File: config.mk
export PLATFORM = sky130hd
export DESIGN_NAME = bfha_ctrl
export DESIGN_NICKNAME = d
export VERILOG_FILES = /design/src/design/best_fit_heap_allocator_assert.svh /design/src/design/bfha_pkg.sv /design/src/design/bfha_ctrl.sv
export SDC_FILE = /design/constraint.sdc
export NUM_CORES = 1
export LEC_CHECK = 0
export ABC_AREA = 1
export BUFFER_PORTS_ARGS = -buffer_cell sky130_fd_sc_hd__buf_2
export CORE_MARGIN = 5
export CORE_UTILIZATION = 41
export DETAILED_ROUTE_END_ITERATION = 10
export PLACE_DENSITY_LB_ADDON = 0.08
export SYNTH_ARGS = -nofsm -noshare
export SYNTH_HDL_FRONTEND = slang
export SYNTH_SLANG_ARGS = --single-unit
File: constraint.sdc
create_clock -name clk -period 1.5 [get_ports clk]
set_clock_uncertainty 0.15 [all_clocks]
set_input_delay 0.075 -clock clk [delete_from_list [all_inputs] [get_ports clk]]
set_output_delay 0.075 -clock clk [all_outputs]
set_load 0.01 [all_outputs]
File: src/design/best_fit_heap_allocator_assert.svh
// assertion macros for the best-fit heap allocator
// expects clk and arst_n in the scope of each use
`ifndef BEST_FIT_HEAP_ALLOCATOR_ASSERT_SVH
`define BEST_FIT_HEAP_ALLOCATOR_ASSERT_SVH

// same-cycle implication
`define BFHA_ASSERT_NOW(label, ante, cons, msg) \
	label: assert property (@(posedge clk) disable iff (!arst_n) (ante) |-> (cons)) \
		else $error(msg);

// next-cycle implication
`define BFHA_ASSERT_NEXT(label, ante, cons, msg) \
	label: assert property (@(posedge clk) disable iff (!arst_n) (ante) |=> (cons)) \
		else $error(msg);

`endif

File: src/design/bfha_pkg.sv
// shared types and constants for the best-fit heap allocator
// no dependencies
package bfha_pkg;

	localparam logic [15:0] END_MARK = 16'd1;

	typedef enum logic [2:0] {
		ST_OK       = 3'd0,
		ST_BAD_SIZE = 3'd1,
		ST_NO_FIT   = 3'd2,
		ST_NULL     = 3'd3,
		ST_MISALIGN = 3'd4,
		ST_RANGE    = 3'd5,
		ST_FREED    = 3'd6
	} status_t;

	typedef enum logic [4:0] {
		OP_NONE,
		OP_CLEAR,
		OP_START,
		OP_A_WALK,
		OP_A_SPLIT_H,
		OP_A_SPLIT_F,
		OP_A_RD_NEXT,
		OP_A_FIX_NEXT,
		OP_A_HDR,
		OP_F_WALK,
		OP_F_RD_NEXT,
		OP_F_FIX_NEXT,
		OP_F_RD_FOOT,
		OP_F_PREV,
		OP_F_HDR,
		OP_F_WR_HDR,
		OP_F_WR_FOOT,
		OP_RESULT
	} dp_op_t;

	typedef struct packed {
		dp_op_t  op;
		status_t status;
	} dp_cmd_t;

	typedef struct packed {
		logic clr_last;
		logic is_free;
		logic size_zero;
		logic addr_null;
		logic addr_misal;
		logic rd_end;
		logic rd_zero;
		logic rd_alloc;
		logic fit_hit;
		logic pos_hit;
		logic have;
		logic rem_zero;
		logic prev_free;
	} dp_stat_t;

endpackage

File: src/design/bfha_ctrl.sv
// sequencing state machine of the heap allocator
// depends on bfha_pkg
module bfha_ctrl (
	input  logic               clk,
	input  logic               arst_n,
	input  logic               in_valid,
	output logic               in_ready,
	output logic               out_valid,
	input  logic               out_ready,
	input  bfha_pkg::dp_stat_t stat,
	output bfha_pkg::dp_cmd_t  cmd
);
	typedef enum logic [4:0] {
		S_CLR, S_IDLE, S_DECODE, S_A_WALK, S_A_COMMIT, S_A_SPLIT_F, S_A_FIX,
		S_A_HDR, S_F_WALK, S_F_NEXT, S_F_FIX, S_F_FOOT, S_F_PREV, S_F_HDR,
		S_F_WHDR, S_F_WFOOT, S_RES
	} state_t;

	state_t              state_q;
	bfha_pkg::status_t   res_code_q;
	logic                out_valid_q;
	logic                res_go;

	assign in_ready  = (state_q == S_IDLE);
	assign out_valid = out_valid_q;
	assign res_go    = !out_valid_q || out_ready;

	// command per state
	always_comb begin
		cmd.status = res_code_q;
		unique case (state_q)
			S_CLR:       cmd.op = bfha_pkg::OP_CLEAR;
			S_IDLE:      cmd.op = in_valid ? bfha_pkg::OP_START : bfha_pkg::OP_NONE;
			S_DECODE:    cmd.op = bfha_pkg::OP_NONE;
			S_A_WALK:    cmd.op = bfha_pkg::OP_A_WALK;
			S_A_COMMIT:  cmd.op = stat.rem_zero ? bfha_pkg::OP_A_RD_NEXT
				: bfha_pkg::OP_A_SPLIT_H;
			S_A_SPLIT_F: cmd.op = bfha_pkg::OP_A_SPLIT_F;
			S_A_FIX:     cmd.op = bfha_pkg::OP_A_FIX_NEXT;
			S_A_HDR:     cmd.op = bfha_pkg::OP_A_HDR;
			S_F_WALK:    cmd.op = bfha_pkg::OP_F_WALK;
			S_F_NEXT:    cmd.op = bfha_pkg::OP_F_RD_NEXT;
			S_F_FIX:     cmd.op = bfha_pkg::OP_F_FIX_NEXT;
			S_F_FOOT:    cmd.op = bfha_pkg::OP_F_RD_FOOT;
			S_F_PREV:    cmd.op = bfha_pkg::OP_F_PREV;
			S_F_HDR:     cmd.op = bfha_pkg::OP_F_HDR;
			S_F_WHDR:    cmd.op = bfha_pkg::OP_F_WR_HDR;
			S_F_WFOOT:   cmd.op = bfha_pkg::OP_F_WR_FOOT;
			S_RES:       cmd.op = res_go ? bfha_pkg::OP_RESULT : bfha_pkg::OP_NONE;
			default:     cmd.op = bfha_pkg::OP_NONE;
		endcase
	end

	// state and registered outputs
	always_ff @(posedge clk or negedge arst_n) begin
		if (!arst_n) begin
			state_q     <= S_CLR;
			res_code_q  <= bfha_pkg::ST_OK;
			out_valid_q <= 1'b0;
		end else begin
			if (out_valid_q && out_ready) begin
				out_valid_q <= 1'b0;
			end
			unique case (state_q)
				S_CLR: begin
					if (stat.clr_last) begin
						state_q <= S_IDLE;
					end
				end
				S_IDLE: begin
					if (in_valid) begin
						state_q <= S_DECODE;
					end
				end
				S_DECODE: begin
					if (!stat.is_free) begin
						if (stat.size_zero) begin
							res_code_q <= bfha_pkg::ST_BAD_SIZE;
							state_q    <= S_RES;
						end else begin
							state_q <= S_A_WALK;
						end
					end else if (stat.addr_null) begin
						res_code_q <= bfha_pkg::ST_NULL;
						state_q    <= S_RES;
					end else if (stat.addr_misal) begin
						res_code_q <= bfha_pkg::ST_MISALIGN;
						state_q    <= S_RES;
					end else begin
						state_q <= S_F_WALK;
					end
				end
				// one block header per cycle until the end mark, a zero size or an exact fit
				S_A_WALK: begin
					if (stat.rd_end || stat.rd_zero) begin
						if (stat.have) begin
							state_q <= S_A_COMMIT;
						end else begin
							res_code_q <= bfha_pkg::ST_NO_FIT;
							state_q    <= S_RES;
						end
					end else if (stat.fit_hit) begin
						state_q <= S_A_COMMIT;
					end
				end
				S_A_COMMIT: begin
					state_q <= stat.rem_zero ? S_A_FIX : S_A_SPLIT_F;
				end
				S_A_SPLIT_F: state_q <= S_A_HDR;
				S_A_FIX:     state_q <= S_A_HDR;
				S_A_HDR: begin
					res_code_q <= bfha_pkg::ST_OK;
					state_q    <= S_RES;
				end
				// search for the freed block on the list
				S_F_WALK: begin
					if (stat.rd_end) begin
						res_code_q <= bfha_pkg::ST_RANGE;
						state_q    <= S_RES;
					end else if (stat.pos_hit) begin
						if (!stat.rd_alloc) begin
							res_code_q <= bfha_pkg::ST_FREED;
							state_q    <= S_RES;
						end else begin
							state_q <= S_F_NEXT;
						end
					end else if (stat.rd_zero) begin
						res_code_q <= bfha_pkg::ST_RANGE;
						state_q    <= S_RES;
					end
				end
				S_F_NEXT: state_q <= S_F_FIX;
				S_F_FIX:  state_q <= stat.prev_free ? S_F_FOOT : S_F_WHDR;
				S_F_FOOT: state_q <= S_F_PREV;
				S_F_PREV: state_q <= S_F_HDR;
				S_F_HDR:  state_q <= S_F_WHDR;
				S_F_WHDR: state_q <= S_F_WFOOT;
				S_F_WFOOT: begin
					res_code_q <= bfha_pkg::ST_OK;
					state_q    <= S_RES;
				end
				S_RES: begin
					if (res_go) begin
						out_valid_q <= 1'b1;
						state_q     <= S_IDLE;
					end
				end
				default: state_q <= S_IDLE;
			endcase
		end
	end

endmodule

=== Word level (Yosys, flattened, before mapping) ===
Cells that the tools add are included.

* Memories kept: 0
* Bits in read-only memories: 0
* Output and inout port bits: 10
* Input bits: 17
* Register bits: 9
* Latch bits: 0
* Word-level logic and storage cells: 74
* Bits in writable memories: 0

* Equal/unequal tests: 26
* Divide/modulo/power cells: 0
* Muxes and demuxes: 35
* $mul: 0
* $lt $le $gt $ge: 0
* Shifts and indexed selects: 0
* Reduce and logical (&&, ||, !) cells: 10
* Bitwise operators: 0
* Add/sub/neg operators: 0

{| class="wikitable"
|+ Operator list
! kind !! count
|-
| 5-bit one-hot mux with 16 select lines || 1
|-
| 5-bit 2-to-1 mux || 15
|-
| 5-bit one-hot mux with 15 select lines || 1
|-
| 5-bit by 4-bit equality test with 1-bit output, second input constant || 8
|-
| 3-bit 2-to-1 mux || 11
|-
| 5-bit by 3-bit equality test with 1-bit output, second input constant || 4
|-
| 4-bit inequality test, second input constant || 3
|-
| 3-bit one-hot mux with 4 select lines || 1
|-
| 5-bit by 2-bit equality test with 1-bit output, second input constant || 2
|-
| 2-bit inequality test, second input constant || 5
|-
| 7-bit AND reduction || 1
|-
| 2-bit 2-to-1 mux || 3
|-
| 3-bit inequality test, second input constant || 2
|-
| 5-bit by 1-bit equality test with 1-bit output, second input constant || 1
|-
| 5-bit equality test, second input constant || 1
|-
| 5-bit logical NOT || 1
|-
| 5-bit AND reduction || 1
|-
| 4-bit nonzero test || 1
|-
| 2-bit OR reduction || 2
|-
| 1-bit 2-to-1 mux || 3
|-
| 1-bit logical OR || 2
|-
| 1-bit logical AND || 1
|-
| 1-bit logical NOT || 1
|}

=== Depth between registers and ports, before layout ===
Gate-level depths: netlist (run 1).

* Depth after elaboration: 4
* Gate-level depth with buffers: 10
* Mapped depth without buffers: 10

=== Worst setup path before layout (run 1) ===
No wires, ideal clock.

* Path kind: register -> register
* Start point: reg state_q[1]
* End point: reg res_code_q[0]
* Stages on the path, launching flop included: 9
* Path slack: 4 ps
* Data required time: 1,233 ps
* Arrival: 1,229 ps
* Setup time: 117 ps
* Period minus slack after synthesis: 1,496 ps
* Path buffers: 0
* Cells stage by stage: dfrtp_1 -> nor2_2 -> nand3_4 -> nor2_2 -> nor2_2 -> nand2_2 -> nand2_4 -> nand2_1 -> nand2_1

* Cells in the longest elaborated chain, start to end: 4
* Elaborated cells on any way between the ends: 15
* Those cells by class: eq/ne: 11; mux: 1; reduce/logical: 3

{| class="wikitable"
|+ Ends and longest elaborated chain
! element !! RTL line !! text
|-
| start: declaration || bfha_ctrl.sv:19 || <nowiki>state_t state_q;</nowiki>
|-
| start signal: assignment || bfha_ctrl.sv:107 || <nowiki>state_q <= stat.rem_zero ? S_A_FIX : S_A_SPLIT_F;</nowiki>
|-
| start signal: assignment || bfha_ctrl.sv:133 || <nowiki>S_F_FIX: state_q <= stat.prev_free ? S_F_FOOT : S_F_WHDR;</nowiki>
|-
| 5-bit by 4-bit equality test with 1-bit output / 5-bit by 3-bit equality test with 1-bit output (equally long branches) || bfha_ctrl.sv:64 || <nowiki>unique case (state_q)</nowiki>
|-
| 2-bit OR reduction (no source line) || -- ||
|-
| 4-bit nonzero test (no source line) || -- ||
|-
| 7-bit AND reduction (no source line) || -- ||
|-
| end signal: assignment || bfha_ctrl.sv:58 || <nowiki>res_code_q <= bfha_pkg::ST_OK;</nowiki>
|-
| end signal: assignment || bfha_ctrl.sv:78 || <nowiki>res_code_q <= bfha_pkg::ST_BAD_SIZE;</nowiki>
|-
| end signal: assignment || bfha_ctrl.sv:84 || <nowiki>res_code_q <= bfha_pkg::ST_NULL;</nowiki>
|-
| end: declaration || bfha_ctrl.sv:20 || <nowiki>bfha_pkg::status_t res_code_q;</nowiki>
|}

Several ways; a longest one is shown, not always the timed one.
A chain may end at the register's enable or synchronous reset.

==> metrics list, run 1 <==
- The flow ran to the end, but the final reports show violations.
- The checks that failed: negative setup slack.
- Relative contribution of sequential cells to total power: 14.3%
- # Max-Cap Violations: 0
* Final Power: 3.67 mW
- Yosys printed 0 warnings.
- Clock latency reported for the late side of the worst-skew pair: 0.26 ns
* DIE AREA: 3380 um2
- Unique masters post-synth: 26
- Internal Pwr Total: 1.84 mW
- Mean instance size in the synthesized netlist: 6.42 um2
* Cell area after synthesis: 950 um2
- At the pin with the least slew margin, the transition time is 0.228 ns.
- The repair_antennas step left the layout with diodes totalling 0.
- Clock Sink Count: 9
- Input/output buffers: 26
- The critical path goes through nand2_4, inv_4, buf_6, nand3_2, nand2_2, a21oi_2, o211ai_1, buf_2.
- The die is 58.1 um tall.
- Min Tclk post-route: 1.72 ns
* Share of final-layout standard cells stronger than drive strength 1: 59.5%
- CTS buffer count: 3
- TritonCTS clock tree: built
- The first detailed-routing pass took 4 iterations.
* All-Layer GR Usage: 22.2%
* Maximum number of pins on one net before global-route repair: 10
* Setup slack of the most critical reg-to-reg path: -0.19 ns
* Critical register-to-register path endpoint: res_code_q[2]
* GRT Residual Overflow: 0
- Synth-to-Final Area Change: 75.4%
* H-tree lvl count: 1
* Worst min-delay path category: input port to register
- The most critical setup path has its startpoint at state_q[2].
- Using the TritonRoute via totals, the vias-per-cell ratio works out to 5.14.
* Area taken by multi-input logic gates: 773 um2
- Power density over cell area: 2200 nW/um2
* Leakage power total: 0.908 nW
- In the post-route analysis, the smallest setup slack over all paths is -0.218 ns.
- At the end of routability-driven placement, the weighted congestion stood at 0.904.
- After floorplanning, the core was sized to cover 2210 um2.
* Starting density of the core: 42.9%
- Number of antenna violations at the first check in global routing: 0
- Net count of the mapped netlist: 165
- Bufs on Longest Clock Path: 2
- Across the whole layout, storage elements account for 230 um2.
* Post-detail-place hpwl: 2450 um
- Number of design rule violations left after detail routing: 0
- Required time reported for the critical path endpoint: 1.27 ns
- Fill cell count: 174
- The number of global-route vias before repair is 1222.
- Kind of critical path: register to output port
* Worst R2R Path Depth: 9
- Fraction of power spent switching nets: 49.8%
* Proportion of synthesized chip area in sequential cells: 23.7%
* Critical path data arrival time: 1.49 ns
- From left edge to right edge, the die measures 58.1 um.
- Clock transition at the register clock pins on the worst setup and hold paths after CTS: 0.06 ns
- Of the available clock period, the critical path in the final layout requires 115%.
- Number of hold violations in the final report: 0
- The final number of max-transition violations was 0.
- At the placement stage, the worst setup path has a slack of -0.105 ns.
* Critical Path Start Type: register
- During I/O placement, the number of pins put on the boundary was 27.
- Max stage delay cell, worst path: sky130_fd_sc_hd__dfrtp_2
* Tightest slew margin relative to the limit: 84.8%
- Clock network fraction of design power: 5.2%
- The cell count after synthesis came out at 148.
- Via count of the routed design: 1286
* Antenna Violating Nets Remaining: 0
- Element type at the critical path end: output port
- For this run, the top clock speed supported by timing is 582 MHz.
- IR drop worst, VDD: 1310 uV
- Root Buffer Master: sky130_fd_sc_hd__clkbuf_4
- Of all nets on the critical path, the largest fanout is 6.
* Startpoint of the lowest-slack register-to-register path: state_q[2]
- Initial detailed-routing violation count: 62
- Setup repair after global routing could not meet its margin everywhere.
- First-pass GRT wire length: 5650 um
- The floorplan has 17 rows.
- Combinational share of power: 80.4%
- The synthesized design contains 9 register bits.
- Switching power: 1.83 mW
- On the worst path, the slowest cell contributes a delay of 0.49 ns.
- Following the worst setup path forward leads to its endpoint at cmd[3].
* Nets: 240
* Total routed wirelength: 3660 um
- Setup violations remaining at the end of the flow were counted as 14.
* Detail-routed net length per standard cell: 14.6 um
per-layer routing:
metal / GRT usage, % / vias to the layer above / share of wire, % / wire length (um)
met4: 10.3 / 0 / 4.2 / 155
met2: 39.4 / 57 / 51 / 1870
met5: 0 / - / 0 / 0
met1: 24.9 / 579 / 39 / 1410
met3: 5.35 / 15 / 6.0 / 220
li1: - / 635 / - / -
cells in the final DEF, fill, tap and decap left out, drive strengths merged:
cell,instances
a21oi,4
a32oi,1
nand3b,2
dfrtp,9
nand4,8
nor3,4
nand3,14
inv,22
clkbuf,4
or2,1
o21ai,5
o211ai,1
dlygate4sd3,4
buf,67
nor2,28
nand2,48
area by class of cell:
| cell class | instances | share of cell area, % |
|---|---|---|
| timing repair buffer | 71 | 30.7 |
| inverter | 22 | 5.41 |
| sequential | 9 | 13.8 |
| multi-input combinational | 116 | 46.4 |
| clock buffer | 4 | 1.58 |
| tap | 28 | 2.10 |
stage by stage:
stage / hold WS, ns / instances / util, % / instance area (um2) / setup TNS [ns]
4_1_cts: 0.00371 / 240 / 69.0 / 1530 / -1.61
2_1_floorplan: -0.371 / 148 / - / 950 / 0
6_report: 0.00952 / 250 / 75.3 / 1670 / -2.42
3_5_place_dp: -0.209 / 225 / 58.0 / 1280 / -0.572
5_1_grt: 0.0160 / 250 / 75.3 / 1670 / -3.53
3_3_place_gp: -0.217 / 225 / 58.0 / 1280 / -0.505
synthesized netlist by cell type:
cell type | instances | share of area [%]
sky130_fd_sc_hd__a32oi_1 | 1 | 0.92
sky130_fd_sc_hd__nor2_1 | 20 | 7.9
sky130_fd_sc_hd__nor2_2 | 6 | 4.0
sky130_fd_sc_hd__o21ai_0 | 4 | 2.1
sky130_fd_sc_hd__nor3_2 | 1 | 1.1
sky130_fd_sc_hd__buf_6 | 1 | 1.2
sky130_fd_sc_hd__nand2_2 | 4 | 2.6
sky130_fd_sc_hd__nand3_4 | 2 | 3.7
sky130_fd_sc_hd__nand2_1 | 40 | 16
sky130_fd_sc_hd__inv_1 | 14 | 5.5
sky130_fd_sc_hd__o21ai_1 | 1 | 0.53
sky130_fd_sc_hd__dfrtp_1 | 9 | 24
sky130_fd_sc_hd__nand3b_1 | 2 | 1.6
sky130_fd_sc_hd__nor3_1 | 3 | 1.6
sky130_fd_sc_hd__nor2_8 | 1 | 2.1
sky130_fd_sc_hd__o211ai_1 | 1 | 0.79
sky130_fd_sc_hd__inv_2 | 7 | 2.8
sky130_fd_sc_hd__or2_2 | 1 | 0.66
sky130_fd_sc_hd__nand3_2 | 1 | 1.1
sky130_fd_sc_hd__inv_4 | 1 | 0.66
sky130_fd_sc_hd__a21oi_1 | 4 | 2.1
sky130_fd_sc_hd__nand4_2 | 1 | 1.3
sky130_fd_sc_hd__nor2_4 | 1 | 1.2
sky130_fd_sc_hd__nand3_1 | 11 | 5.8
sky130_fd_sc_hd__nand2_4 | 4 | 4.7
sky130_fd_sc_hd__nand4_1 | 7 | 4.6
how the worst min path moves through the flow:
stage                        start          to  slack [ns]  cells after the start
after floorplan             arst_n   out_valid       -0.37                      0
after global placement      arst_n   out_valid       -0.22                      1
after detailed placement    arst_n   out_valid       -0.21                      1
after CTS                 stat[11]  state_q[3]       0.004                      3
after global routing       stat[9]  state_q[3]        0.02                      4
final                      stat[9]  state_q[3]        0.01                      4
cell families (layout without fill, tap and decap cells):
kind of cell    count (synthesis)  after routing  share of synthesized area, %
simple gates                  105            105                          59.7
buf+inv                        23             97                          10.1
compound gates                 11             11                          6.46
flops                           9              9                          23.7
worst max-delay path, delay by kind of cell, from the launching register on:
family / cells / cell delay (ns)
AOI/OAI and AO/OA: 2 / 0.17
and+or+nand+nor: 3 / 0.26
buffers and inverters: 3 / 0.31
DFF: 1 / 0.49
sequential cells by signal, summed over array words and instances, names as in the netlist:
name        count
state_q         5
out_valid       1
res_code_q      3
repair_timing:
action | CTS | global route
gates resized for setup | 36 | 19
endpoints found under the hold margin | 10 | 1
setup endpoints to repair | 13 | 14
setup buffers | 8 | 11
hold buffers | 3 | 1
pin swaps | 14 | 21
power groups by stage:
stage / Sequential, mW / Clock [mW] / Combinational [mW]
after CTS: 0.507 / 0.199 / 2.55
after floorplan: 0.497 / 0 / 1.18
after global routing: 0.538 / 0.217 / 3.21
after global placement: 0.482 / 0 / 2.00
final: 0.526 / 0.192 / 2.95
after detailed placement: 0.487 / 0 / 2.02
Power figures use the tool's default switching activity.
==> run 2, diff against run 1 <==
Settings changed: CORE_MARGIN 5 to 3, SKIP_LAST_GASP set to 1.
==> run 2 against run 1 <==
  * The run still ends with negative setup slack left
  * Non-clock buffer count fell by 7
  * First-iteration DRC count down 19%
  * Cell area decreased by 3.0%
  * Global-route usage rose by 1.5 points
==> metrics list, run 2 (synthesis gave the netlist of run 1 again) <==
* Synth-to-Final Area Change: 70.1%
- Required time reported for the critical path endpoint: 1.27 ns (about the same)
* Post-detail-place hpwl: 2400 um (-2.2%)
- The worst register-to-register path ends at state_q[0].
- The worst hold path terminates at out_valid.
* Final Core Density: 77.6% (+2.3 points)
- Setup repair after global routing could not meet its margin everywhere.
* Flip-flop count of the largest register, all copies and words added: 5 (unchanged)
- Vias in the first global route: 1177 (-3.7%)
- Maximum number of pins on one net before global-route repair: 10 (unchanged)
- The worst hold slack after final layout came to 0.0243 ns (+0.0148 ns).
- Max stage delay cell, worst path: sky130_fd_sc_hd__dfrtp_1
* Violated checks: negative setup slack
* Cells after DPL: 220 (-2.2%)
- The final global-route overflow total is 0 (unchanged).
* Cell row count: 16 (-1)
- The area of the placeable core was 2080 um2 (-5.9%).
- The post-route total power is 3.58 mW (-2.5%).
- The stage delay of the slowest cell on the critical path came to 0.40 ns (-0.09 ns).
- Worst min-delay path category: input port to register
- The final worst slack is -0.290 ns (-0.0724 ns).
- Actual slew at the worst max-slew pin: 0.230 ns (+0.00196 ns)
- Die X: 54.1 um (-6.9%)
* Setup slack of the most critical reg-to-reg path: -0.16 ns (+0.03 ns)
- Non-filler cells in the finished layout: 242 (-3.2%)
* Root Buffer Master: sky130_fd_sc_hd__clkbuf_4
- The maximum net fanout on the critical path came to 5 (-1).
- The depth of the CTS H-tree is 1 (unchanged).
- IR drop worst, VDD: 1430 uV (+8.6%)
* Critical path data arrival time: 1.56 ns (+0.07 ns)
* Biggest register: state_q
- The detailed-route via count was 1280 (-0.47%).
- Clock Sink Count: 9 (unchanged)
- The flow ran to the end, but the final reports show violations.
- The startpoint identified for the worst register-to-register timing path is state_q[0].
- First-pass GRT wire length: 5010 um (-11%)
* DIE AREA: 2930 um2 (-13%)
* Start point of the worst min-delay path: out_ready
* Number of design rule violations left after detail routing: 0 (unchanged)
- Tightest slew margin relative to the limit: 84.5% (-0.29 points)
- Starting density of the core: 45.6% (+2.7 points)
- The routed wire length per instance is 14.3 um (-2.1%).
- All-Layer GR Usage: 23.7% (+1.5 points)
- Cells along the critical path: inv_2, nand2_2, inv_2, nand3_1, nand2_2, a21oi_2, o211ai_1, buf_2
* Antenna Violating Nets Remaining: 0 (unchanged)
- Critical Path Start Type: register
- The minimum clock period is 1.79 ns (+0.0724 ns).
* Final setup violation count: 13 (-1)
- Among cell families on the critical path, the largest total delay comes from buffers and inverters.
- CTS buffer count: 3 (unchanged)
- Number of vias per cell after detailed routing: 5.29 (+2.8%)
- The initial DRC count was 50 (-19%).
- The buffer depth of the longest clock path was 2 (unchanged).
* Clock transition at the register clock pins on the worst setup and hold paths after CTS: 0.06 ns (about the same)
- Leaving out fill and tap cells, the most frequent cell in the layout is sky130_fd_sc_hd__buf_4.
- Nets: 233 (-2.9%)
- The path depth of the worst reg2reg path was 10 (+1).
* Number of hold violations in the final report: 0 (unchanged)
- The share of post-route cells with drive strength above 1 was 57.7% (-1.8 points).
- RePlAce Congestion: 0.926 (+2.3%)
* Leakage power total: 0.894 nW (-1.5%)
- The highest clock rate is 559 MHz (-4.0%).
- TritonCTS built the clock tree.
- Number of buffer and inverter stages on the critical path: 3 (unchanged)
- Kind of critical path: register to output port
- The clock latency on the worst-skew pair is 0.27 ns (about the same).
- # Max-Cap Violations: 0 (unchanged)
- The top cell types in the final layout, fill and taps aside, are sky130_fd_sc_hd__buf_4, sky130_fd_sc_hd__nand2_1, sky130_fd_sc_hd__buf_2.
- Die Y: 54.1 um (-6.9%)
- Input/output buffers: 26 (unchanged)
- Element type at the critical path end: output port
- Detailed Routing Iterations Pass 1: 4 (unchanged)
- The number of inserted diodes is 0 (unchanged).
- The initial antenna violation count was 0 (unchanged).
* Final cycle utilization of the critical path: 119% (+4.8 points)
- The final number of max-transition violations came to 0 (unchanged).
- Top-level port count: 27 (unchanged)
- The power per cell area was 2210 nW/um2 (+0.48%).
* Worst Hold Path Cells: 3 (-1)
* Total routed wirelength: 3470 um (-5.2%)
==> run 2: changes by cell type in the layout (fill, tap and decap cells not counted), moves of 2 or more <==
cell,delta
sky130_fd_sc_hd__nor2_4,+2
sky130_fd_sc_hd__inv_2,+2
sky130_fd_sc_hd__buf_4,-7
sky130_fd_sc_hd__buf_6,-3
sky130_fd_sc_hd__inv_4,-2
==> run 2: cell type report <==
class | count | area [um2]
clock buffers | 3 | 22.5
flip-flops and latches | 9 | 230
clock inverters | 1 | 5.00
repair buffers | 64 | 459
well taps | 27 | 33.8
inverters | 22 | 85.1
multi-input cells | 116 | 779
fillers | 164 | 467
==> run 2: repair_timing <==
| action | in CTS | in global routing |
|---|---|---|
| resized for setup | 26 | 25 |
| pin swaps | 9 | 10 |
| buffers inserted | 10 | 5 |
| hold endpoints to repair | 11 | 0 |
| hold buffers | 5 | 0 |
| setup endpoints to repair | 13 | 14 |
==> run 2: where the power goes <==
part | internal [mW] | switching (mW) | total [mW]
sequential | 0.365 | 0.150 | 0.516
combinational | 1.30 | 1.57 | 2.87
clock | 0.0985 | 0.0902 | 0.189
total | 1.76 | 1.81 | 3.58
==> run 2: how the worst max path moves through the flow <==
stage                     startpoint            end  slack (ns)  cells after the start
after detailed placement  state_q[4]  res_code_q[2]       -0.09                     10
final                     state_q[4]         cmd[3]       -0.29                      8
after global routing      state_q[0]         cmd[3]       -0.38                      9
after global placement    state_q[4]  res_code_q[0]       -0.09                     10
after floorplan           state_q[1]  res_code_q[0]       0.004                      8
after CTS                 state_q[0]         cmd[4]       -0.27                      7
==> run 2: tightest hold or removal path, cell delays in order <==
cell	delay, ns
sky130_fd_sc_hd__buf_2	0.10
sky130_fd_sc_hd__nor2_1	0.11
sky130_fd_sc_hd__or2_2	0.12
==> run 2: per-layer routing <==
layer	wire length [um]	vias up	track usage, %
met5	0	-	0
met1	1420	583	28.3
met4	55	0	4.98
li1	-	615	-
met3	259	11	6.93
met2	1740	71	41.4
==> run 2: through the flow <==
| stage | TNS, ns | setup slack (ns) | instance area, um2 |
|---|---|---|---|
| after global routing | -3.09 | -0.379 | 1620 |
| after detailed placement | -0.641 | -0.0948 | 1260 |
| after CTS | -2.23 | -0.268 | 1510 |
| after global placement | -0.560 | -0.0858 | 1260 |
| after floorplan | 0 | 0.00410 | 950 |
| final | -2.15 | -0.290 | 1620 |
==> run 3, diff against run 2 <==
Settings changed: REMOVE_ABC_BUFFERS set to 1.
==> run 3 against run 2 <==
  * The flow still finishes with violations (negative setup slack)
  * Wire length shrank 0.52%
  * Maximum frequency is 1.2% lower
  * Clock power is 8% higher
  * Worst setup slack got worse by 0.021 ns
  * Critical path depth unchanged
  * Hold slack worse by 0.0076 ns
  * Global-route usage decreased by 0.23 points
  * Cell area grew 2.0%
  * First-iteration DRC count fell by 44%
  * Sequential power fell by 1%
  * Combinational power about the same
==> metrics list, run 3 (synthesis gave the netlist of run 1 again) <==
- Cell row count: 16 (unchanged)
- Vias in the first global route: 1125 (-4.4%)
- The area used by multi-input combinational logic was 747 um2 (-4.2%).
- Upper clock frequency limit: 552 MHz (-1.2%)
* Required time reported for the critical path endpoint: 1.27 ns (about the same)
* Share of final-layout standard cells stronger than drive strength 1: 56.8% (-0.92 points)
- TritonCTS built the clock tree.
- The clock-pin transition on the worst setup and hold timing paths is 0.07 ns (about the same).
* Die Y: 54.1 um (unchanged)
* Synth-to-Final Area Change: 73.5%
* Total routed wirelength: 3450 um (-0.52%)
- The weighted congestion at the end of routability-driven global placement was 0.927 (+0.17%).
- Number of antenna violations at the first check in global routing: 0 (unchanged)
- The count of buffers from port buffering came to 26 (unchanged).
- Bufs on Longest Clock Path: 2 (unchanged)
- The count of nets left with antenna violations after detail routing was 0 (unchanged).
* Maximum number of pins on one net before global-route repair: 10 (unchanged)
- Flip-flop count of the largest register, all copies and words added: 5 (unchanged)
- Smallest hold slack: 0.0167 ns (-0.00756 ns)
- The minimum clock period is 1.81 ns (+0.0212 ns).
- Nets: 240 (+3.0%)
- The worst setup path is captured at an output port.
* Starting density of the core: 45.6% (unchanged)
* GRT Residual Overflow: 0 (unchanged)
- Detail-routed net length per standard cell: 13.9 um (-3.3%)
- STA classifies the critical path startpoint as a register.
- Worst Hold Path Cells: 4 (+1)
- H-tree lvl count: 1 (unchanged)
* Setup TNS: -2.70 ns (-0.552 ns)
* Clock Sink Count: 9 (unchanged)
- The number of CTS-inserted buffers is 3 (unchanged).
- Peak fanout along the critical path: 6 (+1)
* Critical path data arrival time: 1.59 ns (+0.03 ns)
- Count of pins over their slew limit: 0 (unchanged)
- The HPWL after detailed placement is 2390 um (-0.29%).
- All-Layer GR Usage: 23.5% (-0.23 points)
- Commonest cells after routing, fill and taps aside: sky130_fd_sc_hd__buf_4, sky130_fd_sc_hd__nand2_1, sky130_fd_sc_hd__buf_2
- The final worst slack was -0.311 ns (-0.0212 ns).
* Final Core Density: 79.1% (+1.6 points)
* Die X: 54.1 um (unchanged)
- Fill cell count: 158 (-3.7%)
- The initial DRC count was 28 (-44%).
* Violated checks: negative setup slack
- Most common cell after layout, fill and taps aside: sky130_fd_sc_hd__buf_4
* Power density over cell area: 2160 nW/um2 (-2.4%)
- The DRC violation count after routing was 0 (unchanged).
* Detailed Routing Iterations Pass 1: 4 (unchanged)
- The relative slew slack was 81.0% (-3.5 points).
* RSZ-0062 raised after global routing: yes
- Counting flops per register, the top entry is state_q.
* First-pass GRT wire length: 4920 um (-1.8%)
- Leakage power total: 0.907 nW (+1.4%)
- Root Buffer Master: sky130_fd_sc_hd__clkbuf_4
- Kind of critical path: register to output port
* Final cycle utilization of the critical path: 121% (+1.4 points)
- Final setup violation count: 14 (+1)
- Number of hold violations in the final report: 0 (unchanged)
- The actual transition at the worst max-transition pin came to 0.283 ns (+0.0532 ns).
- The min-delay analysis places its worst path in the category input port to register.
* Clock latency reported for the late side of the worst-skew pair: 0.28 ns (about the same)
- Area of the core region: 2080 um2 (unchanged)
* IR drop worst, VDD: 1400 uV (-1.6%)
- Number of vias per cell after detailed routing: 5.13 (-3.0%)
- The worst slack at placement came to -0.115 ns (-0.0206 ns).
- The count of boundary I/O pins came to 27 (unchanged).
- Number of antenna diodes: 0 (unchanged)
- # Max-Cap Violations: 0 (unchanged)
* Reg area: 229 um2 (-0.54%)
* Via count of the routed design: 1277 (-0.23%)
- DIE AREA: 2930 um2 (unchanged)
- Result of the run: complete, but fails checks
* Worst R2R Path Depth: 11 (+1)
-- run 3: changes by cell type in the layout (fill, tap and decap cells not counted), sizes merged --
cell,before,now
buf,59,66
-- run 3: worst paths after layout --
kind | from | end | slack [ns]
worst max register to register | state_q[1] | res_code_q[1] | -0.23
worst max-delay path | state_q[0] | cmd[6] | -0.31
worst min register to register | res_code_q[0] | res_code_q[0] | 0.32
worst min-delay path | stat[3] | state_q[3] | 0.02
max in group asynchronous | arst_n | state_q[2] | 0.96
min in group asynchronous | arst_n | out_valid | 0.03
-- run 3: per-stage QoR --
stage	instances	total power, mW	instance area [um2]
floorplan	147	1.66	938
global placement	220	2.48	1260
detailed placement	220	2.50	1260
CTS	241	3.22	1540
global route	249	3.81	1650
finish	249	3.56	1650
-- run 3: timing repair --
action	CTS	global route
gates resized for setup	33	14
buffers inserted	12	8
gates cloned	0	0
endpoints found under the hold margin	11	0
endpoints found under the setup margin	13	14
pin swaps	11	13
hold buffers	5	0
-- run 3: metal layers --
| layer | vias to the layer above | GRT usage (%) | share of wire, % |
|---|---|---|---|
| li1 | 628 | - | - |
| met1 | 603 | 27.7 | 43 |
| met2 | 40 | 42.8 | 50 |
| met3 | 6 | 5.82 | 4.8 |
| met4 | 0 | 3.73 | 1.7 |
| met5 | - | 0 | 0 |
-- run 3: power by group --
part | switching (mW) | internal, mW
combinational | 1.51 | 1.33
sequential | 0.147 | 0.363
clock | 0.105 | 0.0991
-- run 3: layout make-up --
| class | instances | share of cell area, % |
|---|---|---|
| Multi-Input combinational cell | 116 | 45.3 |
| Timing Repair Buffer | 71 | 31.7 |
| Sequential cell | 9 | 13.9 |
| Inverter | 22 | 5.32 |
| Tap cell | 27 | 2.05 |
| Clock buffer | 3 | 1.37 |
| Clock inverter | 1 | 0.304 |
-- run 3: worst max-delay path, stage by stage, from the launching register on --
cell and delay, ns:
sky130_fd_sc_hd__dfrtp_2 0.48, sky130_fd_sc_hd__buf_6 0.14, sky130_fd_sc_hd__nor2_4 0.18, sky130_fd_sc_hd__nand3_4 0.11
sky130_fd_sc_hd__inv_4 0.08, sky130_fd_sc_hd__buf_6 0.09, sky130_fd_sc_hd__a21oi_2 0.03, sky130_fd_sc_hd__nand2_1 0.07
sky130_fd_sc_hd__buf_2 0.13
